## src/sv/plpc_pkg.sv

```systemverilog
`default_nettype none
package plpc_pkg;

  // sizing
  localparam int MAX_WIDTH  = 1024;
  localparam int MAX_HEIGHT = 1024;
  localparam int PIXEL_BITS = 16;

  // fixed field widths of the channels
  localparam int PIX_FIELD_W = 16;
  localparam int OUT_ROW_W   = 10;
  localparam int OUT_COL_W   = 10;
  localparam int CLASS_W     = 3;
  localparam int CFG_IDX_W   = 3;
  localparam int CFG_DATA_W  = 16;
  localparam int SIZE_REG_W  = 11;
  localparam int STEP_W      = 8;

  // derived widths
  localparam int ENT_W   = PIXEL_BITS + 1;
  localparam int COL_W   = $clog2(MAX_WIDTH);
  localparam int ROW_W   = $clog2(MAX_HEIGHT);
  localparam int WCNT_W  = $clog2(MAX_WIDTH + 1);
  localparam int HCNT_W  = $clog2(MAX_HEIGHT + 2);
  localparam int FCNT_W  = $clog2(MAX_WIDTH + 2);
  localparam int POS_W   = ((WCNT_W > HCNT_W) ? WCNT_W : HCNT_W) + 1;
  localparam int STEP_N  = (ROW_W > COL_W) ? ROW_W : COL_W;

  // result queue between front and back
  localparam int QDEPTH  = 8;
  localparam int QPTR_W  = $clog2(QDEPTH);
  localparam int QCNT_W  = $clog2(QDEPTH + 1);

  // register indexes
  localparam logic [CFG_IDX_W-1:0] CFG_IMAGE_WIDTH    = 3'd0;
  localparam logic [CFG_IDX_W-1:0] CFG_IMAGE_HEIGHT   = 3'd1;
  localparam logic [CFG_IDX_W-1:0] CFG_PEAK_THRESHOLD = 3'd2;
  localparam logic [CFG_IDX_W-1:0] CFG_ROW_STEP       = 3'd3;
  localparam logic [CFG_IDX_W-1:0] CFG_COL_STEP       = 3'd4;

  // reset values of the registers
  localparam logic [SIZE_REG_W-1:0]  RST_IMAGE_WIDTH    = 11'd1024;
  localparam logic [SIZE_REG_W-1:0]  RST_IMAGE_HEIGHT   = 11'd1024;
  localparam logic [PIX_FIELD_W-1:0] RST_PEAK_THRESHOLD = 16'd213;
  localparam logic [STEP_W-1:0]      RST_ROW_STEP       = 8'd1;
  localparam logic [STEP_W-1:0]      RST_COL_STEP       = 8'd1;

  // item opcodes
  localparam logic OP_PIXEL = 1'b0;
  localparam logic OP_FLUSH = 1'b1;

  // class codes
  localparam logic [CLASS_W-1:0] CLS_ALL_LOWER    = 3'd0;
  localparam logic [CLASS_W-1:0] CLS_LOWER_ONLY   = 3'd1;
  localparam logic [CLASS_W-1:0] CLS_MORE_LOWER   = 3'd2;
  localparam logic [CLASS_W-1:0] CLS_BALANCED     = 3'd3;
  localparam logic [CLASS_W-1:0] CLS_GREATER_ONLY = 3'd4;
  localparam logic [CLASS_W-1:0] CLS_MORE_GREATER = 3'd5;

  // effective configuration, already clamped
  typedef struct packed {
    logic [WCNT_W-1:0]      width;
    logic [HCNT_W-1:0]      height;
    logic [PIX_FIELD_W-1:0] threshold;
    logic [STEP_W-1:0]      row_step;
    logic [STEP_W-1:0]      col_step;
  } cfg_t;

  // classified centre waiting for the sampling check
  typedef struct packed {
    logic [ROW_W-1:0]       row;
    logic [COL_W-1:0]       col;
    logic [PIX_FIELD_W-1:0] value;
    logic [CLASS_W-1:0]     code;
    logic                   peak;
  } cand_t;

endpackage
`default_nettype wire

```

## src/sv/plpc_if.sv

```systemverilog
`default_nettype none


// result item channel
interface plpc_out_if import plpc_pkg::*; ();
  logic                   valid;
  logic                   ready;
  logic [OUT_ROW_W-1:0]   out_row;
  logic [OUT_COL_W-1:0]   out_col;
  logic [PIX_FIELD_W-1:0] centre_value;
  logic [CLASS_W-1:0]     class_code;
  logic                   is_peak;

  modport source (output valid, out_row, out_col, centre_value, class_code, is_peak,
                  input ready);
  modport sink   (input valid, out_row, out_col, centre_value, class_code, is_peak,
                  output ready);
endinterface


`default_nettype wire

```

## src/sv/plpc_back.sv

```systemverilog
`default_nettype none
module plpc_back import plpc_pkg::*; (
  input  wire logic  clk,
  input  wire logic  rst_n,
  input  wire cfg_t  cfg,
  input  wire logic  head_v,
  input  wire cand_t head_item,
  output logic       pop,
  plpc_out_if.source out_ch
);

  // remainder stages: one dividend bit per stage for row and column
  logic              st_v_r    [STEP_N];
  cand_t             st_item_r [STEP_N];
  logic [STEP_W-1:0] st_rrem_r [STEP_N];
  logic [STEP_W-1:0] st_crem_r [STEP_N];
  logic [STEP_W-1:0] rrem_nxt  [STEP_N];
  logic [STEP_W-1:0] crem_nxt  [STEP_N];
  logic [STEP_N-1:0] rdiv0;
  logic [STEP_N-1:0] cdiv0;
  logic [STEP_N-1:0] rdiv [STEP_N];
  logic [STEP_N-1:0] cdiv [STEP_N];

  logic  out_v_r;
  cand_t out_item_r;
  logic  adv;

  // shift in one bit, subtract the divisor if it fits
  function automatic logic [STEP_W-1:0] rem_step(input logic [STEP_W-1:0] rem,
                                                 input logic b,
                                                 input logic [STEP_W-1:0] d);
    logic [STEP_W:0] t;
    t = {rem, b};
    if (t >= {1'b0, d}) begin
      t = t - {1'b0, d};
    end
    return t[STEP_W-1:0];
  endfunction

  // whole chain moves when the output register is free or being taken
  assign adv = ~out_v_r | out_ch.ready;
  assign pop = adv;

  assign rdiv0 = STEP_N'(head_item.row);
  assign cdiv0 = STEP_N'(head_item.col);

  always_comb begin
    for (int k = 0; k < STEP_N; k++) begin
      rdiv[k] = STEP_N'(st_item_r[k].row);
      cdiv[k] = STEP_N'(st_item_r[k].col);
    end
    rrem_nxt[0] = rem_step('0, rdiv0[STEP_N-1], cfg.row_step);
    crem_nxt[0] = rem_step('0, cdiv0[STEP_N-1], cfg.col_step);
    for (int k = 1; k < STEP_N; k++) begin
      rrem_nxt[k] = rem_step(st_rrem_r[k-1], rdiv[k-1][STEP_N-1-k], cfg.row_step);
      crem_nxt[k] = rem_step(st_crem_r[k-1], cdiv[k-1][STEP_N-1-k], cfg.col_step);
    end
  end

  always_ff @(posedge clk) begin
    if (!rst_n) begin
      for (int k = 0; k < STEP_N; k++) begin
        st_v_r[k] <= 1'b0;
      end
      out_v_r <= 1'b0;
    end else if (adv) begin
      st_v_r[0] <= head_v;
      for (int k = 1; k < STEP_N; k++) begin
        st_v_r[k] <= st_v_r[k-1];
      end
      // keep only centres on a sampled row and column
      out_v_r <= st_v_r[STEP_N-1] && st_rrem_r[STEP_N-1] == '0 &&
                 st_crem_r[STEP_N-1] == '0;
    end
  end

  always_ff @(posedge clk) begin
    if (adv) begin
      st_item_r[0] <= head_item;
      for (int k = 1; k < STEP_N; k++) begin
        st_item_r[k] <= st_item_r[k-1];
      end
      for (int k = 0; k < STEP_N; k++) begin
        st_rrem_r[k] <= rrem_nxt[k];
        st_crem_r[k] <= crem_nxt[k];
      end
      out_item_r <= st_item_r[STEP_N-1];
    end
  end

  // result register drives the channel
  assign out_ch.valid        = out_v_r;
  assign out_ch.out_row      = OUT_ROW_W'(out_item_r.row);
  assign out_ch.out_col      = OUT_COL_W'(out_item_r.col);
  assign out_ch.centre_value = out_item_r.value;
  assign out_ch.class_code   = out_item_r.code;
  assign out_ch.is_peak      = out_item_r.peak;

endmodule
`default_nettype wire

```

## src/flat_wrapper.sv

```systemverilog
// flat-port wrapper written by rule: the top's interface ports become plain ports
module plpc_back_flat import plpc_pkg::*;
  (clk, rst_n, cfg, head_v, head_item, pop, out_ch_valid, out_ch_out_row, out_ch_out_col, out_ch_centre_value, out_ch_class_code, out_ch_is_peak, out_ch_ready);
  plpc_out_if out_ch_i ();
  input  wire logic clk;
  input  wire logic rst_n;
  input  wire cfg_t cfg;
  input  wire logic head_v;
  input  wire cand_t head_item;
  output logic pop;
  output wire logic [$bits(out_ch_i.valid)-1:0] out_ch_valid;
  output wire logic [$bits(out_ch_i.out_row)-1:0] out_ch_out_row;
  output wire logic [$bits(out_ch_i.out_col)-1:0] out_ch_out_col;
  output wire logic [$bits(out_ch_i.centre_value)-1:0] out_ch_centre_value;
  output wire logic [$bits(out_ch_i.class_code)-1:0] out_ch_class_code;
  output wire logic [$bits(out_ch_i.is_peak)-1:0] out_ch_is_peak;
  input wire logic [$bits(out_ch_i.ready)-1:0] out_ch_ready;
  assign out_ch_valid = out_ch_i.valid;
  assign out_ch_out_row = out_ch_i.out_row;
  assign out_ch_out_col = out_ch_i.out_col;
  assign out_ch_centre_value = out_ch_i.centre_value;
  assign out_ch_class_code = out_ch_i.class_code;
  assign out_ch_is_peak = out_ch_i.is_peak;
  assign out_ch_i.ready = out_ch_ready;
  plpc_back u_core (.clk(clk), .rst_n(rst_n), .cfg(cfg), .head_v(head_v), .head_item(head_item), .pop(pop), .out_ch(out_ch_i));
endmodule
```

## config.mk

```make
export PLATFORM = sky130hd
export DESIGN_NAME = plpc_back_flat
export DESIGN_NICKNAME = d
export VERILOG_FILES = /design/src/sv/plpc_pkg.sv /design/src/sv/plpc_if.sv /design/src/sv/plpc_back.sv /design/src/flat_wrapper.sv
export SDC_FILE = /design/constraint.sdc
export NUM_CORES = 1
export LEC_CHECK = 0
export BUFFER_PORTS_ARGS = -buffer_cell sky130_fd_sc_hd__buf_4
export CAP_MARGIN = 20
export CORE_MARGIN = 2
export CORE_UTILIZATION = 35
export CTS_BUF_LIST = sky130_fd_sc_hd__clkbuf_2 sky130_fd_sc_hd__clkbuf_4 sky130_fd_sc_hd__clkbuf_8
export DETAILED_ROUTE_END_ITERATION = 8
export GPL_TIMING_DRIVEN = 0
export REMOVE_ABC_BUFFERS = 1
export SLEW_MARGIN = 0
export SYNTH_ARGS = -nofsm -noshare
export SYNTH_HDL_FRONTEND = slang
export SYNTH_SLANG_ARGS = --single-unit
```

## constraint.sdc

```tcl
create_clock -name clk -period 27.5 [get_ports clk]
set_input_delay 1.375 -clock clk [delete_from_list [all_inputs] [get_ports clk]]
set_output_delay 1.375 -clock clk [all_outputs]
set_load 0.02 [all_outputs]
```

==> impl_metrics.ini <==
[yosys]
synth_seq_cells = 611
synthAdderAreaFrac_pct = 8.26
synthXorXnorAreaFrac_pct = 1.80
ys.flop_type = edfxtp_1
synth-edff-count = 601
synthSimpleGateAreaFrac_pct = 6.50
ys_seq_area_share_pct = 68.1
ys_types = 47
postSynthAreaPerCell_sq_um = 15.3
synthMuxAreaShare_pct = 5.37
yosysTopAreaCellShare_pct = 67.3
synth.top_cells.by_area = edfxtp_1, ha_1, mux2_2, a21oi_1, mux2i_1
synthCells = 1749
ys_warn_count = 0
postSynth.asyncResetShare_pct = 0
synth_compound_area_share_pct = 8.45
synth_area_sq_um = 26800
synth_top_family_by_area = compound AO/OA/AOI/OAI gates
synth_area_leader_cell = edfxtp_1

[clock_network]
post_cts_buffers = 0
numCtsBuffers = 104
clockBufferDepth = 3
tritoncts = built
cts-root-buf = clkbuf_8
clk_pin_slew_worst_paths_ns = 0.06
cts_max_level = 3
postCtsHoldBufs = 0
cts-resized-gates = 0
cts.sinks = 611
clk_latency_ns = 0.72

[sta]
hold_violations = 0
slew_viol_final = 0
relSlewSlack_pct = 30.0
setup_violations = 0
period_minus_slack_ns = 4.52
skew_ns = 0.0435
max_slew.worst_pin.slew_ns = 1.05
fmax_mhz = 221
fin_hold_ws_ns = 0.394
worst_slack_ns = 22.98
tns_ns = 0
rsz0062_at_grt = no
finalCritPeriodShare_pct = 16.4

[critical_path]
worstRegToRegCells = 4
r2r-end = u_core.st_item_r[1][35]
crit_type = in2out
worst_ep_required_time_ns = 26.12
path_max_fanout = 101
end_kind = output pin
worstReg2RegStart = u_core.out_ch.valid
endpoint = pop
worstPathArrival_ns = 3.14
worstSetupStartpointType = input pin
startpoint = out_ch_ready
rrSetupSlack_ns = 24.31

[global_route]
grt.overflow.total = 0
grt_pass1_vias = 15100
grt_start_max_net_pins = 139
antenna_found_initial = 2
grt_pass1_wl_mm = 76.3
grt.total_usage_pct = 12.2

[routing]
drc_errors = 0
first_pass_iters = 5
wl_per_cell_um = 15.8
postRouteAntennaNets = 0
vias = 14700
routed_wirelength_mm = 47.7
first_iter_violations = 864
via_per_inst = 4.88

[power]
powerDensity_nw_per_um2 = 87.8
peakVddDrop_mv = 0.0412
leakage_uw = 0.0124

[floorplan]
coreArea_sq_um = 75800
start_util_pct = 35.3
fp.dieH_um = 281
die_w_um = 281
io_pins = 140
die-area_sq_um = 78800
fp-row-count = 101

[placement]
port_buffers = 101
place_congestion = 0.801
placed_cell_area_sq_um = 28800
dpl_worst_slack_ns = 22.98
dpl.cell_count = 2821
place_hpwl_mm = 29.9

[cells_and_area]
drive_gt1_share_pct = 19.3
layout.nets = 2213
instances_no_fill = 3012
final_area_sq_um = 31000
syn_to_final_growth_pct = 15.9

[flow_run]
max_cap_violations = 0

[worst_hold_path]
min_path_type = reg2reg

[run_status]
status = finished clean
==> worst min path at each step <==
| stage | startpoint | endpoint | slack (ns) | cells past startpoint |
|---|---|---|---|---|
| global route | u_core.st_item_r[0][12] | u_core.st_item_r[1][12] | 0.38 | 0 |
| CTS | u_core.st_item_r[0][12] | u_core.st_item_r[1][12] | 0.39 | 0 |
| finish | u_core.st_item_r[7][4] | u_core.st_item_r[8][4] | 0.39 | 0 |
| floorplan | u_core.st_item_r[9][4] | u_core.out_ch.centre_value[0] | 0.40 | 0 |
| detailed placement | u_core.st_item_r[9][1] | u_core.out_ch.class_code[0] | 0.40 | 0 |
| global placement | u_core.st_item_r[6][1] | u_core.st_item_r[7][1] | 0.40 | 0 |
==> layer usage <==
metal	up-vias	global-route usage, %	share of wire [%]
met4	0	5.11	2.8
met1	7102	15.5	45
li1	7222	-	-
met3	101	3.06	4.6
met2	287	19.7	47
met5	-	0	0
==> worst max-delay path: stages <==
cell and delay (ns):
buf_4 0.11, nor2b_1 0.79, inv_8 0.46, buf_4 0.32
==> sequential cells by signal, summed over array words and instances, names as in the netlist <==
register                    count
u_core.out_ch.valid             1
u_core.st_crem_r               80
u_core.out_ch.out_row          10
u_core.out_ch.class_code        3
u_core.st_item_r              400
u_core.out_ch.centre_value     16
u_core.out_ch.is_peak           1
u_core.st_rrem_r               80
u_core.out_ch.out_col          10
u_core.st_v_r                  10
==> per-stage QoR <==
step | utilization, % | power, uW
detailed placement | 38.0 | 1890
CTS | 40.9 | 2770
global placement | 37.9 | 1870
global route | 40.9 | 2890
floorplan | - | 1750
finish | 40.9 | 2730
==> layout by cell type (no fill, tap or decap), types with 48 or more instances in the layout <==
cell | netlist | layout
a21oi_1 | 113 | 113
buf_4 | 0 | 101
clkbuf_8 | 0 | 113
edfxtp_1 | 601 | 601
ha_1 | 148 | 148
inv_1 | 96 | 95
mux2_2 | 95 | 95
nand2_1 | 85 | 85
nor2_1 | 48 | 48
o21ai_0 | 62 | 62
==> where the power goes <==
group / switching, uW / internal, uW / total, uW
registers: 53.4 / 1170 / 1230
clock network: 375 / 467 / 842
logic: 338 / 319 / 657
==> cell type report <==
type | count | area [sq um]
Inverter | 96 | 368
Timing Repair Buffer | 105 | 868
Fill cell | 6902 | 44800
Tap cell | 978 | 1220
Clock buffer | 145 | 1800
Antenna cell | 3 | 7.51
Multi-Input combinational cell | 1031 | 8140
Sequential cell | 611 | 18200
Clock inverter | 43 | 394
==> synth_stat cells, types with 11 or more instances <==
library cell  instances
mux2i_1              37
nor2_1               48
nor3_1               31
mux2_2               95
ha_1                148
edfxtp_1            601
a21boi_0             11
a21o_1               40
nor4_1               23
nor2b_1              35
nand3_1              42
fa_1                 18
o211ai_1             17
o31a_1               23
xor2_1               28
o21a_1               28
nand2b_1             18
nand2_1              85
or4_1                17
o21ai_0              62
inv_1                96
a21oi_1             113
xnor2_1              27
==> kinds of logic after synthesis <==
family / count (synthesis)
adder cells (fa/ha/maj): 166
XOR/XNOR: 55
flip-flops: 611
AO/OA/AOI/OAI: 342
buffers and inverters: 107
multiplexers: 132
AND/OR/NAND/NOR: 336
No activity file was read; power rests on OpenSTA's default activity.
