$ cat src/sv/plpc_pkg.sv
`default_nettype none
package plpc_pkg;

  // sizing
  localparam int MAX_WIDTH  = 1024;
  localparam int MAX_HEIGHT = 1024;
  localparam int PIXEL_BITS = 16;

  // fixed field widths of the channels
  localparam int PIX_FIELD_W = 16;
  localparam int OUT_ROW_W   = 10;
  localparam int OUT_COL_W   = 10;
  localparam int CLASS_W     = 3;
  localparam int CFG_IDX_W   = 3;
  localparam int CFG_DATA_W  = 16;
  localparam int SIZE_REG_W  = 11;
  localparam int STEP_W      = 8;

  // derived widths
  localparam int ENT_W   = PIXEL_BITS + 1;
  localparam int COL_W   = $clog2(MAX_WIDTH);
  localparam int ROW_W   = $clog2(MAX_HEIGHT);
  localparam int WCNT_W  = $clog2(MAX_WIDTH + 1);
  localparam int HCNT_W  = $clog2(MAX_HEIGHT + 2);
  localparam int FCNT_W  = $clog2(MAX_WIDTH + 2);
  localparam int POS_W   = ((WCNT_W > HCNT_W) ? WCNT_W : HCNT_W) + 1;
  localparam int STEP_N  = (ROW_W > COL_W) ? ROW_W : COL_W;

  // result queue between front and back
  localparam int QDEPTH  = 8;
  localparam int QPTR_W  = $clog2(QDEPTH);
  localparam int QCNT_W  = $clog2(QDEPTH + 1);

  // register indexes
  localparam logic [CFG_IDX_W-1:0] CFG_IMAGE_WIDTH    = 3'd0;
  localparam logic [CFG_IDX_W-1:0] CFG_IMAGE_HEIGHT   = 3'd1;
  localparam logic [CFG_IDX_W-1:0] CFG_PEAK_THRESHOLD = 3'd2;
  localparam logic [CFG_IDX_W-1:0] CFG_ROW_STEP       = 3'd3;
  localparam logic [CFG_IDX_W-1:0] CFG_COL_STEP       = 3'd4;

  // reset values of the registers
  localparam logic [SIZE_REG_W-1:0]  RST_IMAGE_WIDTH    = 11'd1024;
  localparam logic [SIZE_REG_W-1:0]  RST_IMAGE_HEIGHT   = 11'd1024;
  localparam logic [PIX_FIELD_W-1:0] RST_PEAK_THRESHOLD = 16'd213;
  localparam logic [STEP_W-1:0]      RST_ROW_STEP       = 8'd1;
  localparam logic [STEP_W-1:0]      RST_COL_STEP       = 8'd1;

  // item opcodes
  localparam logic OP_PIXEL = 1'b0;
  localparam logic OP_FLUSH = 1'b1;

  // class codes
  localparam logic [CLASS_W-1:0] CLS_ALL_LOWER    = 3'd0;
  localparam logic [CLASS_W-1:0] CLS_LOWER_ONLY   = 3'd1;
  localparam logic [CLASS_W-1:0] CLS_MORE_LOWER   = 3'd2;
  localparam logic [CLASS_W-1:0] CLS_BALANCED     = 3'd3;
  localparam logic [CLASS_W-1:0] CLS_GREATER_ONLY = 3'd4;
  localparam logic [CLASS_W-1:0] CLS_MORE_GREATER = 3'd5;

  // effective configuration, already clamped
  typedef struct packed {
    logic [WCNT_W-1:0]      width;
    logic [HCNT_W-1:0]      height;
    logic [PIX_FIELD_W-1:0] threshold;
    logic [STEP_W-1:0]      row_step;
    logic [STEP_W-1:0]      col_step;
  } cfg_t;

  // classified centre waiting for the sampling check
  typedef struct packed {
    logic [ROW_W-1:0]       row;
    logic [COL_W-1:0]       col;
    logic [PIX_FIELD_W-1:0] value;
    logic [CLASS_W-1:0]     code;
    logic                   peak;
  } cand_t;

endpackage
`default_nettype wire

$ cat src/sv/plpc_fifo.sv
`default_nettype none
module plpc_fifo import plpc_pkg::*; (
  input  wire logic              clk,
  input  wire logic              rst_n,
  input  wire logic              push,
  input  wire cand_t             push_item,
  input  wire logic              pop,
  output logic                   head_v,
  output cand_t                  head_item,
  output logic [QCNT_W-1:0]      level
);

  cand_t             mem_r [QDEPTH];
  logic [QPTR_W-1:0] wp_r, rp_r;
  logic [QCNT_W-1:0] cnt_r;
  logic              do_pop;

  assign head_v    = (cnt_r != '0);
  assign head_item = mem_r[rp_r];
  assign level     = cnt_r;
  assign do_pop    = pop & head_v;

  // storage, no reset on payload
  always_ff @(posedge clk) begin
    if (push) begin
      mem_r[wp_r] <= push_item;
    end
  end

  // pointers and fill level
  always_ff @(posedge clk) begin
    if (!rst_n) begin
      wp_r  <= '0;
      rp_r  <= '0;
      cnt_r <= '0;
    end else begin
      if (push) begin
        wp_r <= (wp_r == QPTR_W'(QDEPTH - 1)) ? '0 : wp_r + 1'b1;
      end
      if (do_pop) begin
        rp_r <= (rp_r == QPTR_W'(QDEPTH - 1)) ? '0 : rp_r + 1'b1;
      end
      cnt_r <= cnt_r + QCNT_W'(push) - QCNT_W'(do_pop);
    end
  end

endmodule
`default_nettype wire

$ cat config.mk
export PLATFORM = sky130hd
export DESIGN_NAME = plpc_fifo
export DESIGN_NICKNAME = d
export VERILOG_FILES = /design/src/sv/plpc_pkg.sv /design/src/sv/plpc_fifo.sv
export SDC_FILE = /design/constraint.sdc
export NUM_CORES = 1
export LEC_CHECK = 0
export ABC_AREA = 1
export BUFFER_PORTS_ARGS = -buffer_cell sky130_fd_sc_hd__buf_2
export CAP_MARGIN = 20
export CORE_ASPECT_RATIO = 1.25
export CORE_MARGIN = 2
export CORE_UTILIZATION = 55
export DETAILED_ROUTE_END_ITERATION = 7
export PLACE_DENSITY_LB_ADDON = 0.15
export SYNTH_ARGS = -nofsm -noshare
export SYNTH_HDL_FRONTEND = slang
export SYNTH_SLANG_ARGS = --single-unit
$ cat constraint.sdc
create_clock -name clk -period 2.8 [get_ports clk]
set_clock_uncertainty 0.1 [all_clocks]
set_input_delay 0.14 -clock clk [delete_from_list [all_inputs] [get_ports clk]]
set_output_delay 0.14 -clock clk [all_outputs]
set_load 0.05 [all_outputs]
==> results.md, run 1 <==
| Quantity | Reported |
| --- | --- |
| Reg-to-reg critical path endpoint | level[2] |
| Clock root buffer | sky130_fd_sc_hd__clkbuf_16 |
| Post-synthesis share of cell area spent on xor and xnor gates | 0.05574% |
| Routed via count | 9592 |
| Cell accounting for the most synthesized area | sky130_fd_sc_hd__edfxtp_1 |
| Post-Synthesis Mean Instance Area | 10.64 µm² |
| Number of antenna violations at the first check in global routing | 0 |
| Post-synthesis instance area | 15710 µm² |
| Final weighted congestion in routability-driven placement | 0.7594 |
| Clock tree from TritonCTS | yes |
| Max Cap Viol | 0 |
| CP Data Arrival Time | 2.27 ns |
| Worst flop-to-flop path startpoint | level[2] |
| Largest stage delay on the critical path | 0.40 ns |
| Number of cells produced by synthesis | 1477 |
| Total negative setup slack | 0 ns |
| Clk sink count | 333 |
| WL per Instance | 15.43 µm |
| Number of max-slew violations in the final report | 0 |
| Required time of the critical path | 2.56 ns |
| # diodes | 0 |
| Vias per cell | 4.835 |
| Num rows | 69 |
| Number of failing setup endpoints in the final timing report | 0 |
| Distinct cells, synth | 22 |
| Highest attainable clock frequency | 0.3985 GHz |
| Cell depth of the worst flop-to-flop path | 9 |
| Area of the core | 28320 µm² |
| Remaining DRCs | 0 |
| Max Fanout on Critical Path | 54 |
| Worst skew pair latency | 0.50 ns |
| Depth of the CTS H-tree | 2 |
| Clock transition time at the flip-flop clock pins of the worst setup and hold paths | 0.06 ns |
| Number of global-route vias before repair | 9407 |
| Library cell contributing the largest single delay on the critical path | sky130_fd_sc_hd__inv_8 |
| Post-cts gate resize count | 0 |
| Max VDD drop | 941.7 µV |
| Area fraction in compound gates after synthesis | 0.2866% |
| Crit-path most repeated cell | sky130_fd_sc_hd__nand2_1 |
| Cells along the critical path | inv_8, buf_4, nand2_1, nand3_1, nand2_1, nand2_1, nand2_1, buf_2 |
| Horiz. Die Dim | 155.2 µm |
| RSZ-0062 raised after global routing | false |
| Share of Yosys cell area claimed by the top area cell type | 61.15% |
| CTS buffer count | 34 |
| Number of iterations in the first detailed-routing pass | 4 |
| Pin count of the biggest net entering global routing | 161 |
| Worst hold start | push_item[1] |
| Most common library cell in the layout ignoring fill and taps | sky130_fd_sc_hd__nand2_1 |
| Most used cells in the layout excluding fill and tap cells | 458 x sky130_fd_sc_hd__nand2_1, 335 x sky130_fd_sc_hd__inv_1, 320 x sky130_fd_sc_hd__edfxtp_1 |
| Effective utilization at floorplan | 55.49% |
| Largest buffer count on any clock path | 3 |
| Die height | 193.0 µm |
| Destination of the worst hold path | mem_r[6][1] |
| Setup crit start kind | flip-flop |
| Outcome | completed |
| FF+latch count, synth | 333 |
| GRT overflow | 0 |
| Final #Nets | 1656 |
| Multiplexer area fraction after synthesis | 0% |
| Leak pwr | 8.286 nW |
| Area of the die | 29950 µm² |
| Pwr per Cell Area | 830.5 nW/µm² |
| Top area cells in the synthesized netlist | sky130_fd_sc_hd__edfxtp_1 61%, sky130_fd_sc_hd__nand2_1 11%, sky130_fd_sc_hd__inv_1 8.0% |
| Kind of critical path | reg2out |
| Hold-critical path depth | 2 |
| Proportion of synthesized chip area in sequential cells | 62.81% |
| Final core utilization | 63.68% |
| Worst relative slew slack | 30.35% |
| Min Clock Period, post-route | 2.509 ns |
| Endpoint kind of the worst setup timing path | output pin |
| Total number of yosys warnings | 0 |
| Share of layout cells above drive strength 1 | 20.20% |
| Number of buffers inserted by port buffering | 88 |
| Total wire length | 30620 µm |
| Area taken by flip-flops and latches | 9878 µm² |
| Tot GR Track Use | 20.90% |
| Post-synth net total | 1530 |
| Slew at the pin closest to its max-slew limit | 1.045 ns |
| Worst Hold Class | in2reg |
| Layout Area Growth over Synthesis | 14.75% |
| Number of DRC markers after the initial detailed-route iteration | 545 |
| Fin. Hold Viols | 0 |
| Final period utilization | 89.61% |
| Final ANT Viol Nets | 0 |
| Layout filler cell count | 2226 |
| Wire length of the first global-routing pass | 48780 µm |
| Synthesized-area fraction occupied by and/or/nand/nor cells | 25.03% |
| R2r setup slk | 0.58 ns |
| Top-Level Pins | 89 |
| Multi-input gate area | 4167 µm² |
| Post-Synth Adder-Cell Area | 0.7644% |
| Largest family of logic cells by synthesized area | simple AND/OR/NAND/NOR gates |
| Half-perimeter wire length of the detailed placement result | 15690 µm |
[critical path: cells and delay by family (launching register included)]
family        cells  cell delay, ns
buf+inv           3            0.99
flops             1            0.37
simple gates      5            0.36
[routing by layer]
layer | share of wire [%] | global-route usage (%)
met2 | 51 | 37.15
met3 | 4.4 | 3.464
met5 | 0 | 0
met1 | 43 | 26.96
met4 | 1.6 | 5.328
[power by group]
part	internal, mW	leakage, nW	switching, mW
combinational	1.32	4.76	3.62
clock	2.47	0.511	1.80
sequential	5.64	3.02	0.120
[state kept, by name, summed over array words and instances (netlist names), named ones only]
name and count:
mem_r 320, level 4, rp_r 3, wp_r 3
[synth_stat cells (all sizes together)]
library cell  count
a21oi             7
buf              54
clkbuf            9
dfxtp            13
edfxtp          320
fa                1
ha                8
inv             338
nand2           538
nand3           167
nor2             17
o21ai             2
or2               2
xnor2             1
[area by class of cell]
class                      count  share of cell area (%)
sequential                   333                   54.78
multi-input combinational    743                   23.11
inverter                     338                   7.091
tap                          355                   2.463
timing repair buffer         153                   6.730
clock buffer                  45                   5.003
clock inverter                17                  0.8257
[repair_timing]
action,in CTS,in global routing
hold buffers,44,0
endpoints found under the setup margin,0,0
hold endpoints to repair,333,0
buffers inserted,0,0
[logic make-up (layout without fill, tap and decap cells)]
group                      Yosys count  in the layout
AOI/OAI and AO/OA                    9              9
xor gates and xnor gates             1              1
adders and majority gates            9              9
buffers and inverters              401            553
DFF                                333            333
and+or+nand+nor                    724            724
[metrics by stage]
step,cells,instance area [µm²],setup slack [ns],hold WS [ns],power (mW)
global route,1984,18030,0.1413,0.3462,15.72
global placement,1878,16540,0.7468,0.3045,10.73
floorplan,1477,15710,0.08510,0.1389,9.761
finish,1984,18030,0.2908,0.3364,14.98
CTS,1984,18030,0.2386,0.3197,15.12
detailed placement,1878,16540,0.6476,0.3080,10.81
[worst max path at each step]
stage	cells after the start	startpoint	slack [ns]	to
2_1_floorplan	9	level[2]	0.09	level[2]
6_report	8	flip-flop	0.29	head_item[7]
3_3_place_gp	9	level[2]	0.75	level[2]
5_1_grt	8	flip-flop	0.14	head_item[4]
3_5_place_dp	9	level[2]	0.65	level[2]
4_1_cts	8	flip-flop	0.24	head_item[4]
Power figures use the tool's default switching activity.
==> run 2, diff against run 1 <==
--- a/config.mk
+++ b/config.mk
@@ -14,4 +14,5 @@
 export DETAILED_ROUTE_END_ITERATION = 7
 export PLACE_DENSITY_LB_ADDON = 0.15
+export SETUP_SLACK_MARGIN = 0.3
 export SYNTH_ARGS = -nofsm -noshare
 export SYNTH_HDL_FRONTEND = slang
==> constraint.sdc (replaced) <==
create_clock -name clk -period 2.8 [get_ports clk]
set_clock_uncertainty 0.1 [all_clocks]
set_input_delay 0 -clock clk [delete_from_list [all_inputs] [get_ports clk]]
set_output_delay 0 -clock clk [all_outputs]
set_load 0.05 [all_outputs]
==> run 2 against run 1 <==
Die area unchanged; cell area increased by 0.33%; largest power group unchanged; count of clock-buffer cells in the layout increased by 4; global-route usage increased by 0.79 points.
==> results.md, run 2 (synthesis results as in run 1) <==
| Quantity | Reported | Delta |
| --- | --- | --- |
| Leak pwr | 8.327 nW | was 8.286 nW |
| Max Fanout on Critical Path | 160 | was 54 |
| Worst relative slew slack | 30.63% | was 30.35% |
| Area of the core | 28320 µm² | unchanged |
| Number of iterations in the first detailed-routing pass | 5 | was 4 |
| WL per Instance | 15.88 µm | was 15.43 µm |
| Num rows | 69 | unchanged |
| Number of global-route vias before repair | 9672 | was 9407 |
| Overall power of the completed layout | 15.14 mW | was 14.98 mW |
| Most common library cell in the layout ignoring fill and taps | sky130_fd_sc_hd__nand2_1 | unchanged |
| Highest attainable clock frequency | 0.4189 GHz | was 0.3985 GHz |
| # diodes | 0 | unchanged |
| Number of antenna violations at the first check in global routing | 0 | unchanged |
| Clock tree from TritonCTS | yes | unchanged |
| Worst skew pair latency | 0.50 ns | about the same |
| Cell depth of the worst flop-to-flop path | 9 | unchanged |
| Vias per cell | 4.882 | was 4.835 |
| Layout Area Growth over Synthesis | 15.13% | was 14.75% |
| Total negative setup slack | 0 ns | unchanged |
| Min Clock Period, post-route | 2.387 ns | was 2.509 ns |
| Number of failing setup endpoints in the final timing report | 0 | unchanged |
| Final period utilization | 85.26% | was 89.61% |
| Placed standard-cell area | 16540 µm² | unchanged |
| GRT overflow | 0 | unchanged |
| Horiz. Die Dim | 155.2 µm | unchanged |
| CTS buffer count | 35 | was 34 |
| Worst hold slack | 0.1919 ns | was 0.3364 ns |
| Pwr per Cell Area | 836.8 nW/µm² | was 830.5 nW/µm² |
| Routed via count | 9696 | was 9592 |
| Worst Hold Class | in2reg | unchanged |
| Top-Level Pins | 89 | unchanged |
| Required time of the critical path | 2.70 ns | was 2.56 ns |
| Number of DRC markers after the initial detailed-route iteration | 679 | was 545 |
| Final weighted congestion in routability-driven placement | 0.7688 | was 0.7594 |
| Largest buffer count on any clock path | 3 | unchanged |
| Most used cells in the layout excluding fill and tap cells | 458 x sky130_fd_sc_hd__nand2_1, 335 x sky130_fd_sc_hd__inv_1, 320 x sky130_fd_sc_hd__edfxtp_1 | unchanged |
| Max VDD drop | 768.2 µV | was 941.7 µV |
| Final design area excluding fillers | 18090 µm² | was 18030 µm² |
| Top reg by flops | mem_r | unchanged |
| Slew at the pin closest to its max-slew limit | 1.039 ns | was 1.045 ns |
| Clock root buffer | sky130_fd_sc_hd__clkbuf_16 | unchanged |
| Outcome | completed | unchanged |
| RSZ-0062 raised after global routing | true | was false |
| CP Data Arrival Time | 2.29 ns | was 2.27 ns |
| Max reg flops | 320 | unchanged |
| Final ANT Viol Nets | 0 | unchanged |
| Area of the die | 29950 µm² | unchanged |
| Depth of the CTS H-tree | 2 | unchanged |
| Effective utilization at floorplan | 55.49% | unchanged |
| Tot GR Track Use | 21.69% | was 20.90% |
| Setup crit start kind | flip-flop | unchanged |
| Die height | 193.0 µm | unchanged |
| Number of max-slew violations in the final report | 0 | unchanged |
| Max Cap Viol | 0 | unchanged |
| Kind of critical path | reg2out | unchanged |
| Final core utilization | 63.89% | was 63.68% |
| Final #Nets | 1659 | was 1656 |
| Fin. Hold Viols | 0 | unchanged |
| Half-perimeter wire length of the detailed placement result | 17080 µm | was 15690 µm |
| Clk sink count | 333 | unchanged |
| Hold-critical path depth | 2 | unchanged |
| Post-cts gate resize count | 0 | unchanged |
| Share of layout cells above drive strength 1 | 20.42% | was 20.20% |
| Number of buffers inserted by port buffering | 88 | unchanged |
| Pin count of the biggest net entering global routing | 161 | unchanged |
| Wire length of the first global-routing pass | 50470 µm | was 48780 µm |
| Remaining DRCs | 0 | unchanged |
| Total wire length | 31550 µm | was 30620 µm |
| Clock transition time at the flip-flop clock pins of the worst setup and hold paths | 0.06 ns | about the same |
| Endpoint kind of the worst setup timing path | output pin | unchanged |
| R2r setup slk | 0.69 ns | was 0.58 ns |
## run 2: timing repair
action,4_1_cts,5_1_grt
endpoints found under the hold margin,333,0
endpoints found under the setup margin,1,1
setup buffers,1,0
gates cloned,0,0
hold buffers,44,0
## run 2: final cells by class
type | count | area (µm²)
clock inverter | 13 | 111.4
clock buffer | 49 | 970.9
fill | 2226 | 10230
multi-input combinational | 743 | 4172
timing repair buffer | 155 | 1236
sequential | 333 | 9878
tap | 355 | 444.2
inverter | 338 | 1279
## run 2: power breakdown
| group | total, mW | leakage [nW] | switching, mW | internal [mW] |
|---|---|---|---|---|
| Clock | 4.39 | 0.534 | 1.79 | 2.60 |
| Sequential | 5.74 | 3.02 | 0.0997 | 5.64 |
| Combinational | 5.01 | 4.78 | 3.66 | 1.34 |
| Total | 15.1 | 8.33 | 5.55 | 9.59 |
## run 2: metrics by stage
stage,cells,setup WS [ns]
6_report,1986,0.4128
3_3_place_gp,1879,0.8424
3_5_place_dp,1879,0.7761
4_1_cts,1986,0.3970
2_1_floorplan,1477,0.1024
5_1_grt,1986,0.2955
## run 2: layer usage
layer / vias up / global-route usage (%) / wire length [µm]
li1: 4840 / - / -
met1: 4583 / 27.30 / 13100
met2: 225 / 39.32 / 16250
met3: 48 / 3.129 / 1547
met4: 0 / 6.246 / 648
met5: - / 0 / 0
## run 2: critical path: stages, from the launching register on
cell and delay, ns:
sky130_fd_sc_hd__dfxtp_4 0.39, sky130_fd_sc_hd__buf_12 0.55, sky130_fd_sc_hd__nand2_1 0.18, sky130_fd_sc_hd__nand3_2 0.11, sky130_fd_sc_hd__nand2_1 0.05, sky130_fd_sc_hd__nand2_1 0.05, sky130_fd_sc_hd__nand2_1 0.10, sky130_fd_sc_hd__buf_2 0.22
## run 2: worst paths after layout
path / startpoint / endpoint
worst max-delay path: flip-flop / head_item[22]
worst min-delay path: push_item[9] / mem_r[3][9]
worst max register to register: level[2] / level[0]
worst min register to register: wp_r[0] / wp_r[0]
